===== config.mk =====
export PLATFORM = sky130hd
export DESIGN_NAME = ssh_plain_packet_deframer_core
export DESIGN_NICKNAME = d
export VERILOG_FILES = /design/src/rtl/sshpd_pkg.sv /design/src/rtl/ssh_plain_packet_deframer_core.sv /design/src/rtl/sshpd_parse.sv
export SDC_FILE = /design/constraint.sdc
export NUM_CORES = 1
export LEC_CHECK = 0
export BUFFER_PORTS_ARGS = -buffer_cell sky130_fd_sc_hd__buf_2
export CORE_MARGIN = 1
export CORE_UTILIZATION = 55
export DETAILED_ROUTE_END_ITERATION = 8
export GPL_TIMING_DRIVEN = 0
export PLACE_DENSITY = 0.71
export SYNTH_ARGS = -nofsm -noshare
export SYNTH_HDL_FRONTEND = slang
export SYNTH_SLANG_ARGS = --single-unit

===== constraint.sdc =====
create_clock -name clk -period 5.4 [get_ports clk]
set_input_delay 1.08 -clock clk [delete_from_list [all_inputs] [get_ports clk]]
set_output_delay 1.08 -clock clk [all_outputs]
set_load 0.01 [all_outputs]

===== src/rtl/sshpd_pkg.sv =====
// Shared types and constants for the plaintext SSH packet deframer.
// Used by sshpd_parse and ssh_plain_packet_deframer_core; no dependencies.
package sshpd_pkg;

    // Field and counter widths
    localparam int LEN_W      = 19;   // packet and payload byte counters
    localparam int PKT_LEN_W  = 32;   // packet_length field on the wire
    localparam int CFG_ADDR_W = 2;

    // Framing limits fixed by the protocol
    localparam logic [PKT_LEN_W-1:0] MIN_PACKET_LEN  = 32'd5;
    localparam logic [7:0]           MIN_PADDING_LEN = 8'd4;

    // Register reset values
    localparam logic [LEN_W-1:0] MAX_PACKET_RESET  = 19'd35000;
    localparam logic [LEN_W-1:0] MAX_PAYLOAD_RESET = 19'd32768;

    // Configuration register indexes
    localparam logic [CFG_ADDR_W-1:0] REG_MAX_PACKET  = 2'd0;
    localparam logic [CFG_ADDR_W-1:0] REG_MAX_PAYLOAD = 2'd1;

    // Result kinds
    localparam logic [1:0] KIND_PAYLOAD = 2'd0;
    localparam logic [1:0] KIND_EMPTY   = 2'd1;
    localparam logic [1:0] KIND_ERROR   = 2'd2;

    // Error codes
    localparam logic [2:0] ERR_LEN_SHORT   = 3'd0;
    localparam logic [2:0] ERR_LEN_LONG    = 3'd1;
    localparam logic [2:0] ERR_PAD_SHORT   = 3'd2;
    localparam logic [2:0] ERR_PAD_BIG     = 3'd3;
    localparam logic [2:0] ERR_PAYLOAD_BIG = 3'd4;

    typedef enum logic [2:0] {
        PH_HEADER,
        PH_PADLEN,
        PH_PAYLOAD,
        PH_PADDING,
        PH_DEAD
    } phase_t;

    typedef struct packed {
        logic [1:0] kind;
        logic [7:0] data;
        logic       last;
        logic [2:0] code;
    } result_t;

endpackage


===== src/rtl/ssh_plain_packet_deframer_core.sv =====
// Top level of the plaintext SSH binary packet deframer.
// Depends on sshpd_pkg and sshpd_parse.
//
// Usage:
//   s_* : byte stream in, one packet byte per request (s_tdata[7:0]).
//   m_* : results out. m_tuser is the kind (payload byte, empty packet,
//         framing error), m_tlast flags the last payload byte or the empty
//         packet result, m_tdata carries the byte and the error code.
//   cfg_*: register writes (index 0 max packet length, 1 max payload
//         length); always ready, writes take effect on the next byte.
// Timing: one byte accepted per cycle while s_tready is high. A result appears
//   on m_* in the cycle after its byte is accepted. Padding bytes and the first
//   three length bytes never give a result; the last length byte and the
//   padding-length byte give one only for a framing error or an empty payload.
//   Each result is held in the single output register.
// Stall: while a result waits in the output register and m_tready is low,
//   s_tready is low; when m_tready is high the next byte is taken in the
//   same cycle the waiting result leaves.
// Reset: returns to waiting for a length header, registers go to 35000 and
//   32768. After a framing error one error result is given and all later
//   bytes are accepted and dropped until reset.
module ssh_plain_packet_deframer_core #(
    parameter int MAX_PACKET_BOUND = 262144
) (
    input  logic        clk,
    input  logic        rst_n,
    // input byte stream
    input  logic        s_tvalid,
    output logic        s_tready,
    input  logic [7:0]  s_tdata,      // [7:0] wire_byte
    // result stream
    output logic        m_tvalid,
    input  logic        m_tready,
    output logic [15:0] m_tdata,      // [7:0] payload_byte, [10:8] error_code, rest 0
    output logic [1:0]  m_tuser,      // [1:0] result_kind
    output logic        m_tlast,      // last_of_packet
    // configuration writes
    input  logic        cfg_valid,
    output logic        cfg_ready,
    input  logic [sshpd_pkg::CFG_ADDR_W-1:0] cfg_addr,
    input  logic [sshpd_pkg::LEN_W-1:0]      cfg_data
);

    localparam int LW = sshpd_pkg::LEN_W;

    logic [LW-1:0]      max_pkt_reg;
    logic [LW-1:0]      max_pay_reg;
    logic               m_valid_reg;
    sshpd_pkg::result_t out_reg;

    logic               in_accept;
    logic               res_valid;
    sshpd_pkg::result_t res;

    assign cfg_ready = 1'b1;
    assign s_tready  = !m_valid_reg || m_tready;
    assign in_accept = s_tvalid && s_tready;

    // Configuration registers
    always_ff @(posedge clk or negedge rst_n)
    begin
        if (!rst_n)
        begin
            max_pkt_reg <= sshpd_pkg::MAX_PACKET_RESET;
            max_pay_reg <= sshpd_pkg::MAX_PAYLOAD_RESET;
        end
        else if (cfg_valid)
        begin
            case (cfg_addr)
                sshpd_pkg::REG_MAX_PACKET:  max_pkt_reg <= cfg_data;
                sshpd_pkg::REG_MAX_PAYLOAD: max_pay_reg <= cfg_data;
                default: ;
            endcase
        end
    end

    // Framing state machine
    sshpd_parse #(
        .MAX_PACKET_BOUND(MAX_PACKET_BOUND)
    ) u_parse (
        .clk            (clk),
        .rst_n          (rst_n),
        .in_accept      (in_accept),
        .in_byte        (s_tdata),
        .max_packet_len (max_pkt_reg),
        .max_pay_limit  (max_pay_reg),
        .res_valid      (res_valid),
        .res            (res)
    );

    // Output register: valid flag
    always_ff @(posedge clk or negedge rst_n)
    begin
        if (!rst_n)
        begin
            m_valid_reg <= 1'b0;
        end
        else if (res_valid)
        begin
            m_valid_reg <= 1'b1;
        end
        else if (m_tready)
        begin
            m_valid_reg <= 1'b0;
        end
    end

    // Output register: payload
    always_ff @(posedge clk)
    begin
        if (res_valid)
        begin
            out_reg <= res;
        end
    end

    assign m_tvalid = m_valid_reg;
    assign m_tdata  = {5'b0, out_reg.code, out_reg.data};
    assign m_tuser  = out_reg.kind;
    assign m_tlast  = out_reg.last;

endmodule


===== src/rtl/sshpd_parse.sv =====
// Framing state machine: length header, padding length, payload, padding.
// Depends on sshpd_pkg. Produces at most one result per accepted byte.
module sshpd_parse #(
    parameter int MAX_PACKET_BOUND = 262144
) (
    input  logic                    clk,
    input  logic                    rst_n,
    input  logic                    in_accept,
    input  logic [7:0]              in_byte,
    input  logic [sshpd_pkg::LEN_W-1:0] max_packet_len,
    input  logic [sshpd_pkg::LEN_W-1:0] max_pay_limit,
    output logic                    res_valid,
    output sshpd_pkg::result_t      res
);

    localparam int LW = sshpd_pkg::LEN_W;
    localparam int PW = sshpd_pkg::PKT_LEN_W;
    localparam logic [PW-1:0] BOUND = PW'(MAX_PACKET_BOUND);

    sshpd_pkg::phase_t phase_reg, phase_next;
    logic [PW-9:0]     shift_reg, shift_next;   // earlier length bytes
    logic [1:0]        hcount_reg, hcount_next;
    logic [LW-1:0]     pkt_left_reg, pkt_left_next;
    logic [LW-1:0]     pay_left_reg, pay_left_next;

    logic [PW-1:0] length;
    logic [PW-1:0] max_pkt_ext;
    logic [PW-1:0] limit;
    logic [LW-1:0] byte_ext;
    logic [LW-1:0] pay_size;

    // Effective length limit and header/padding arithmetic
    assign length      = {shift_reg, in_byte};
    assign max_pkt_ext = {{(PW-LW){1'b0}}, max_packet_len};
    assign limit       = (max_pkt_ext > BOUND) ? BOUND : max_pkt_ext;
    assign byte_ext    = {{(LW-8){1'b0}}, in_byte};
    assign pay_size    = pkt_left_reg - byte_ext - LW'(1);

    // State registers
    always_ff @(posedge clk or negedge rst_n)
    begin
        if (!rst_n)
        begin
            phase_reg    <= sshpd_pkg::PH_HEADER;
            shift_reg    <= '0;
            hcount_reg   <= '0;
            pkt_left_reg <= '0;
            pay_left_reg <= '0;
        end
        else
        begin
            phase_reg    <= phase_next;
            shift_reg    <= shift_next;
            hcount_reg   <= hcount_next;
            pkt_left_reg <= pkt_left_next;
            pay_left_reg <= pay_left_next;
        end
    end

    // Next state and result
    always_comb
    begin
        phase_next    = phase_reg;
        shift_next    = shift_reg;
        hcount_next   = hcount_reg;
        pkt_left_next = pkt_left_reg;
        pay_left_next = pay_left_reg;
        res_valid     = 1'b0;
        res           = '0;

        if (in_accept)
        begin
            case (phase_reg)
                sshpd_pkg::PH_HEADER:
                begin
                    shift_next = {shift_reg[PW-17:0], in_byte};
                    if (hcount_reg != 2'd3)
                    begin
                        hcount_next = hcount_reg + 2'd1;
                    end
                    else
                    begin
                        hcount_next = '0;
                        shift_next  = '0;
                        if (length < sshpd_pkg::MIN_PACKET_LEN)
                        begin
                            phase_next = sshpd_pkg::PH_DEAD;
                            res_valid  = 1'b1;
                            res.kind   = sshpd_pkg::KIND_ERROR;
                            res.code   = sshpd_pkg::ERR_LEN_SHORT;
                        end
                        else if (length > limit)
                        begin
                            phase_next = sshpd_pkg::PH_DEAD;
                            res_valid  = 1'b1;
                            res.kind   = sshpd_pkg::KIND_ERROR;
                            res.code   = sshpd_pkg::ERR_LEN_LONG;
                        end
                        else
                        begin
                            pkt_left_next = length[LW-1:0];
                            phase_next    = sshpd_pkg::PH_PADLEN;
                        end
                    end
                end

                sshpd_pkg::PH_PADLEN:
                begin
                    if (in_byte < sshpd_pkg::MIN_PADDING_LEN)
                    begin
                        phase_next = sshpd_pkg::PH_DEAD;
                        res_valid  = 1'b1;
                        res.kind   = sshpd_pkg::KIND_ERROR;
                        res.code   = sshpd_pkg::ERR_PAD_SHORT;
                    end
                    else if (byte_ext >= pkt_left_reg)
                    begin
                        phase_next = sshpd_pkg::PH_DEAD;
                        res_valid  = 1'b1;
                        res.kind   = sshpd_pkg::KIND_ERROR;
                        res.code   = sshpd_pkg::ERR_PAD_BIG;
                    end
                    else if (pay_size > max_pay_limit)
                    begin
                        phase_next = sshpd_pkg::PH_DEAD;
                        res_valid  = 1'b1;
                        res.kind   = sshpd_pkg::KIND_ERROR;
                        res.code   = sshpd_pkg::ERR_PAYLOAD_BIG;
                    end
                    else
                    begin
                        pkt_left_next = pkt_left_reg - LW'(1);
                        pay_left_next = pay_size;
                        if (pay_size == '0)
                        begin
                            // empty payload: report it, then skip padding
                            phase_next = sshpd_pkg::PH_PADDING;
                            res_valid  = 1'b1;
                            res.kind   = sshpd_pkg::KIND_EMPTY;
                            res.last   = 1'b1;
                        end
                        else
                        begin
                            phase_next = sshpd_pkg::PH_PAYLOAD;
                        end
                    end
                end

                sshpd_pkg::PH_PAYLOAD:
                begin
                    pay_left_next = pay_left_reg - LW'(1);
                    pkt_left_next = pkt_left_reg - LW'(1);
                    res_valid     = 1'b1;
                    res.kind      = sshpd_pkg::KIND_PAYLOAD;
                    res.data      = in_byte;
                    res.last      = (pay_left_reg == LW'(1));
                    if (pay_left_reg == LW'(1))
                    begin
                        phase_next = (pkt_left_reg == LW'(1)) ? sshpd_pkg::PH_HEADER
                                                              : sshpd_pkg::PH_PADDING;
                    end
                end

                sshpd_pkg::PH_PADDING:
                begin
                    pkt_left_next = pkt_left_reg - LW'(1);
                    if (pkt_left_reg == LW'(1))
                    begin
                        phase_next = sshpd_pkg::PH_HEADER;
                    end
                end

                default:
                begin
                    // dead after an error: bytes are dropped until reset
                    phase_next = sshpd_pkg::PH_DEAD;
                end
            endcase
        end
    end

endmodule

Word-level counts from Yosys, hierarchy flattened:

Cells that the tools add are included.

* bits of input ports: 34
* bits in read-only memories: 0
* output and inout bits: 22
* bits in latches: 0
* memories kept: 0
* bits in registers: 120
* memory bits (writable): 0
* logic and storage cells: 110

* $lt $le $gt $ge: 6
* multiplexer cells: 55
* $mul: 0
* divide/modulo/power cells: 0
* equal/unequal tests: 15
* bitwise gates (word level): 0
* reductions and logical operators: 17
* shift operators: 0
* add/subtract/negate cells: 5

Operators by type and width (count)
* two-way mux 19 bit: 10
* one-hot mux 19 bit (3 select lines): 1
* subtractor 19 x 1 -> 19 bit (second input constant): 3
* two-way mux 3 bit: 13
* == test 19 x 1 -> 1 bit (second input constant): 2
* one-hot mux 19 bit (2 select lines): 1
* greater-than comparator 32 bit: 1
* less-than comparator 32 x 3 -> 1 bit (second input constant): 1
* two-way mux 24 bit: 1
* >= comparator 8 x 19 -> 1 bit: 1
* greater-than comparator 19 bit: 1
* greater-than comparator 19 bit (second input constant): 1
* logical NOT 19 bit: 1
* subtractor 19 x 8 -> 19 bit: 1
* two-way mux 1 bit: 16
* two-way mux 2 bit: 8
* != test 2 bit (second input constant): 7
* one-hot mux 3 bit (4 select lines): 1
* less-than comparator 8 x 3 -> 1 bit (second input constant): 1
* AND reduction 2 bit: 4
* AND reduction 8 bit: 1
* == test 3 x 2 -> 1 bit (second input constant): 2
* one-hot mux 3 bit (2 select lines): 1
* AND reduction 5 bit: 1
* 16 further kinds: 18

Longest topological paths before layout:

* word-level depth: 10
* mapped depth: 20
* gate-level depth less buffers: 17

Hierarchy:

From an unflattened synthesis, not the netlist that was laid out.

* cells, all modules: 828
* area, all modules: 7743.7 sq um

By module, submodules not included
* sshpd_parse: instances 1, cells each 720, area an instance 5716.7 sq um, sequential area each 1676.6 sq um
* ssh_plain_packet_deframer_core: instances 1, cells each 108, area an instance 2026.9 sq um, sequential area each 1405.1 sq um

Least setup slack after synthesis:

OpenSTA, ideal clock, no wires.

* path kind: input -> register
* start point: in s_tdata[0]
* end point: reg out_reg (netlist bit m_tdata[0]), enable pin
* setup slack: 0.459 ns
* data arrival time: 4.580 ns
* buffers on the path: 0
* cell stages on the path: 17
* cells stage by stage: inv_1 > ha_1 > fa_1 > a211oi_2 > nor3_1 > nor3_2 > nand2_1 > xnor2_1 > ha_1 > and4_1 > nand3_1 > o21bai_1 > a211oi_1 > nor3_1 > o32ai_1 > nor2_1 > nand2_1

* longest elaborated chain between the ends: 9

Ends and longest elaborated chain
* from (decl): RTL line ssh_plain_packet_deframer_core.sv:30 `input logic [7:0] s_tdata,`
* parallel branches: the longest is 7 deep, another holds subtractor 19 x 8 -> 19 bit
* one-hot mux 1 bit (3 select lines) (*): RTL line sshpd_parse.sv:73 `case (phase_reg)`
* two-way mux 1 bit (*): RTL line sshpd_parse.sv:71 `if (in_accept)`
* named net res_valid: RTL line ssh_plain_packet_deframer_core.sv:52 `logic res_valid;`
* to (signal assigned): RTL line ssh_plain_packet_deframer_core.sv:113 `out_reg <= res;`
* to (decl): RTL line ssh_plain_packet_deframer_core.sv:49 `sshpd_pkg::result_t out_reg;`

Mark *: on every way through the listed nets, which the timed path passes.
A chain may end at the register's enable or synchronous reset.

Worst setup path in the final report:

* start point: in s_tdata[0]
* end point: reg u_parse.pay_left_reg[11]

* longest elaborated chain between the ends: 6

Ends and longest elaborated chain
* parallel branches: the longest is 6 deep, another holds subtractor 19 x 8 -> 19 bit
* to (signal assigned): RTL line sshpd_parse.sv:56 `pay_left_reg <= pay_left_next;`
* to (decl): RTL line sshpd_parse.sv:24 `logic [LW-1:0] pay_left_reg, pay_left_next;`

Parallel ways; which one is timed is not known. The select of a mux whose other input is x is not followed.

==> results.toml <==
[logic_synthesis]
synthesis.area_um2 = 7640
synthMuxAreaShare_pct = 6.03
synth_xor_area_share_pct = 2.06
synth_simple_gate_area_share_pct = 16.7
synthAdderAreaFrac_pct = 9.93
synth_edf_count = 14
synth_compound_area_share_pct = 19.4
postSynthAreaPerCell_um2 = 9.31
syn_inst = 820
synth_cell_types = 71
synthArstFlopShare_pct = 88.3
ys_ff_latch = 120
synth_top_family_by_area = "compound AO/OA/AOI/OAI gates"
ys_seq_area_share_pct = 40.4
ys_warn_count = 0
ys.flop_type = "dfrtp_1"

[critical_path]
crit_type = "in -> reg"
startpoint_type = "input pin"
critPathCaptureType = "register"
cp.arrival_ns = 5.54
required_ns = 5.71
cp_max_fo = 7
r2r-start = "u_parse.pkt_left_reg[0]"
crit_start = "s_tdata[0]"

[timing]
tns_ns = 0
rsz0062_at_grt = "yes"
fmax_mhz = 191
fin_crit_sh_pct = 96.8
whs_ns = 0.494
finalClockSkew_ns = 0.00934
fin_crit_ns = 5.23
finalSetupViolations = 0
final-hold-violation-count = 0
drv_slew = 0
worstMarginPinSlew_ns = 1.15
slew_headroom_pct = 22.6

[run]
maxCapViolations = 0

[drt]
viasPerCell = 6.31
antenna_left = 0
drt-wirelength-per-cell_um = 20.1
drtIter0Drc = 752
wirelength_um = 21800
first_pass_iters = 5
vias = 6841
drc = 0

[clock_tree]
clk_pin_slew_ns = 0.06
htree_levels = 4
ctsHoldBuffers = 0
cts.sinks = 120
root_buffer = "clkbuf_16"
clk_latency_ns = 0.43
cts_tree = "yes"
cts_buffers = 17
cts_buffer_depth = 2

[grt]
grt_usage_pct = 31.8
grt_pass1_vias = 6690
grt_pass1_wl_um = 34900
grt_max_degree = 76
overflow = 0
antenna_found_initial = 0

[final_layout]
largest_reg_flops = 24
finalNetCount = 989
num_antenna_cells = 0
areaGrowthSynthToFinish_pct = 15.5
fin_cells = 1084
drive_above_1_share_pct = 19.1

[floorplanning]
coreArea_um2 = 13400
ioPinCount = 56
start_util_pct = 57.0
die_y_um = 120
rows = 42
die_w_um = 120
die-area_um2 = 14400

[hold_path]
min_from = "u_parse.pay_left_reg[8]"
min_path_type = "reg -> reg"

[power]
peakVddDrop_mv = 0.287
power_leakage_nw = 3.83
power.density_nw_per_um2 = 548

[place]
place_inst = 1050
port_buffers = 49
hpwlAfterDp_um = 16100
place_congestion = 0.943

[status]
run_status = "complete, no violations"
## critical path: stages
cell      delay (ns)
buf_2           0.12
inv_1           0.14
ha_1            0.28
fa_1            0.44
a211oi_2        0.25
nor3_1          0.16
nor3_2          0.38
buf_4           0.20
xor2_2          0.28
ha_1            0.31
a41oi_1         0.18
o21ai_0         0.14
a211oi_2        0.31
a211oi_4        0.15
buf_4           0.17
or4_4           0.52
nand2b_4        0.14
nand2_1         0.06
a32o_1          0.20
## per-layer routing
| layer | vias up | GRT usage, % | routed length (um) |
|---|---|---|---|
| met2 | 327 | 53.4 | 10600 |
| met1 | 3299 | 40.1 | 9030 |
| met5 | - | 0 | 0 |
| met4 | 0 | 13.1 | 591 |
| met3 | 51 | 6.08 | 1670 |
| li1 | 3164 | - | - |
## what timing repair did
item / CTS / global route
pin swaps: 0 / 2
endpoints found under the setup margin: 48 / 48
buffers inserted: 0 / 2
resized for setup: 2 / 10
endpoints found under the hold margin: 0 / 0
## power breakdown
group,switching [mW],internal (mW),total [mW]
Clock,0.444,0.688,1.13
Combinational,1.42,0.840,2.26
Sequential,0.262,1.18,1.44
## stage by stage
| stage | setup slack [ns] | power (mW) | utilization [%] | area (um^2) |
|---|---|---|---|---|
| finish | 0.173 | 4.84 | 65.8 | 8820 |
| floorplan | 0.459 | 2.91 | - | 7650 |
| detailed placement | -0.761 | 3.58 | 60.8 | 8150 |
| global route | -0.0118 | 5.13 | 65.8 | 8820 |
| global placement | -0.627 | 3.48 | 60.6 | 8120 |
| CTS | 0.0887 | 4.73 | 65.3 | 8750 |
## final timing paths
check                                                end  slack, ns  cells after the start
worst max-delay path            u_parse.pay_left_reg[11]       0.17                     19
worst min-delay path             u_parse.pay_left_reg[8]       0.49                      2
worst max register to register  u_parse.pay_left_reg[11]       0.68                     17
worst min register to register   u_parse.pay_left_reg[8]       0.49                      2
max in group asynchronous                max_pkt_reg[15]       4.02                      2
min in group asynchronous          u_parse.hcount_reg[0]       0.61                      1
## cells by family after synthesis
group	after synthesis
xor+xnor	18
other cells	2
simple gates	256
mux	41
buf+inv	93
compound gates	230
fa+ha+maj	60
flops	120
## layout make-up
cell class | instances | area [um^2]
Multi-Input combinational cell | 611 | 4220
Buffer | 44 | 231
Clock inverter | 11 | 114
Clock buffer | 21 | 480
Fill cell | 1097 | 4580
Tap cell | 176 | 220
Sequential cell | 120 | 3080
Inverter | 49 | 184
Timing Repair Buffer | 52 | 290
## cells in the mapped netlist (10+ instances only)
master | count | area, um^2
a22o_1 | 24 | 210
xnor2_1 | 10 | 87.6
dfrtp_1 | 99 | 2480
clkbuf_1 | 26 | 97.6
inv_1 | 47 | 176
mux2_2 | 40 | 450
ha_1 | 59 | 738
o21ai_1 | 51 | 255
edfxtp_1 | 14 | 420
nor2_1 | 70 | 263
nand4_1 | 12 | 75.1
nor3_1 | 28 | 140
o21ai_0 | 18 | 90.1
nand3_1 | 21 | 105
nor4_1 | 29 | 181
a21oi_1 | 68 | 340
nand2_1 | 58 | 218
## placed cells by master (no fill, tap or decap), types with 8 or more instances in the layout
cell,synthesis,final
nand4_1,12,12
nor4_1,29,28
nor3_1,28,28
inv_1,47,47
buf_4,7,10
buf_2,7,55
nor2_1,70,70
ha_1,59,59
edfxtp_1,14,14
nand2_1,58,57
mux2_2,40,40
nand3_1,21,21
o21ai_1,51,51
xnor2_1,10,9
clkbuf_16,0,17
a22oi_1,8,8
o21ai_0,18,18
dfrtp_1,99,99
clkbuf_1,26,25
a22o_1,24,24
a21oi_1,68,68
Power figures use the tool's default switching activity.
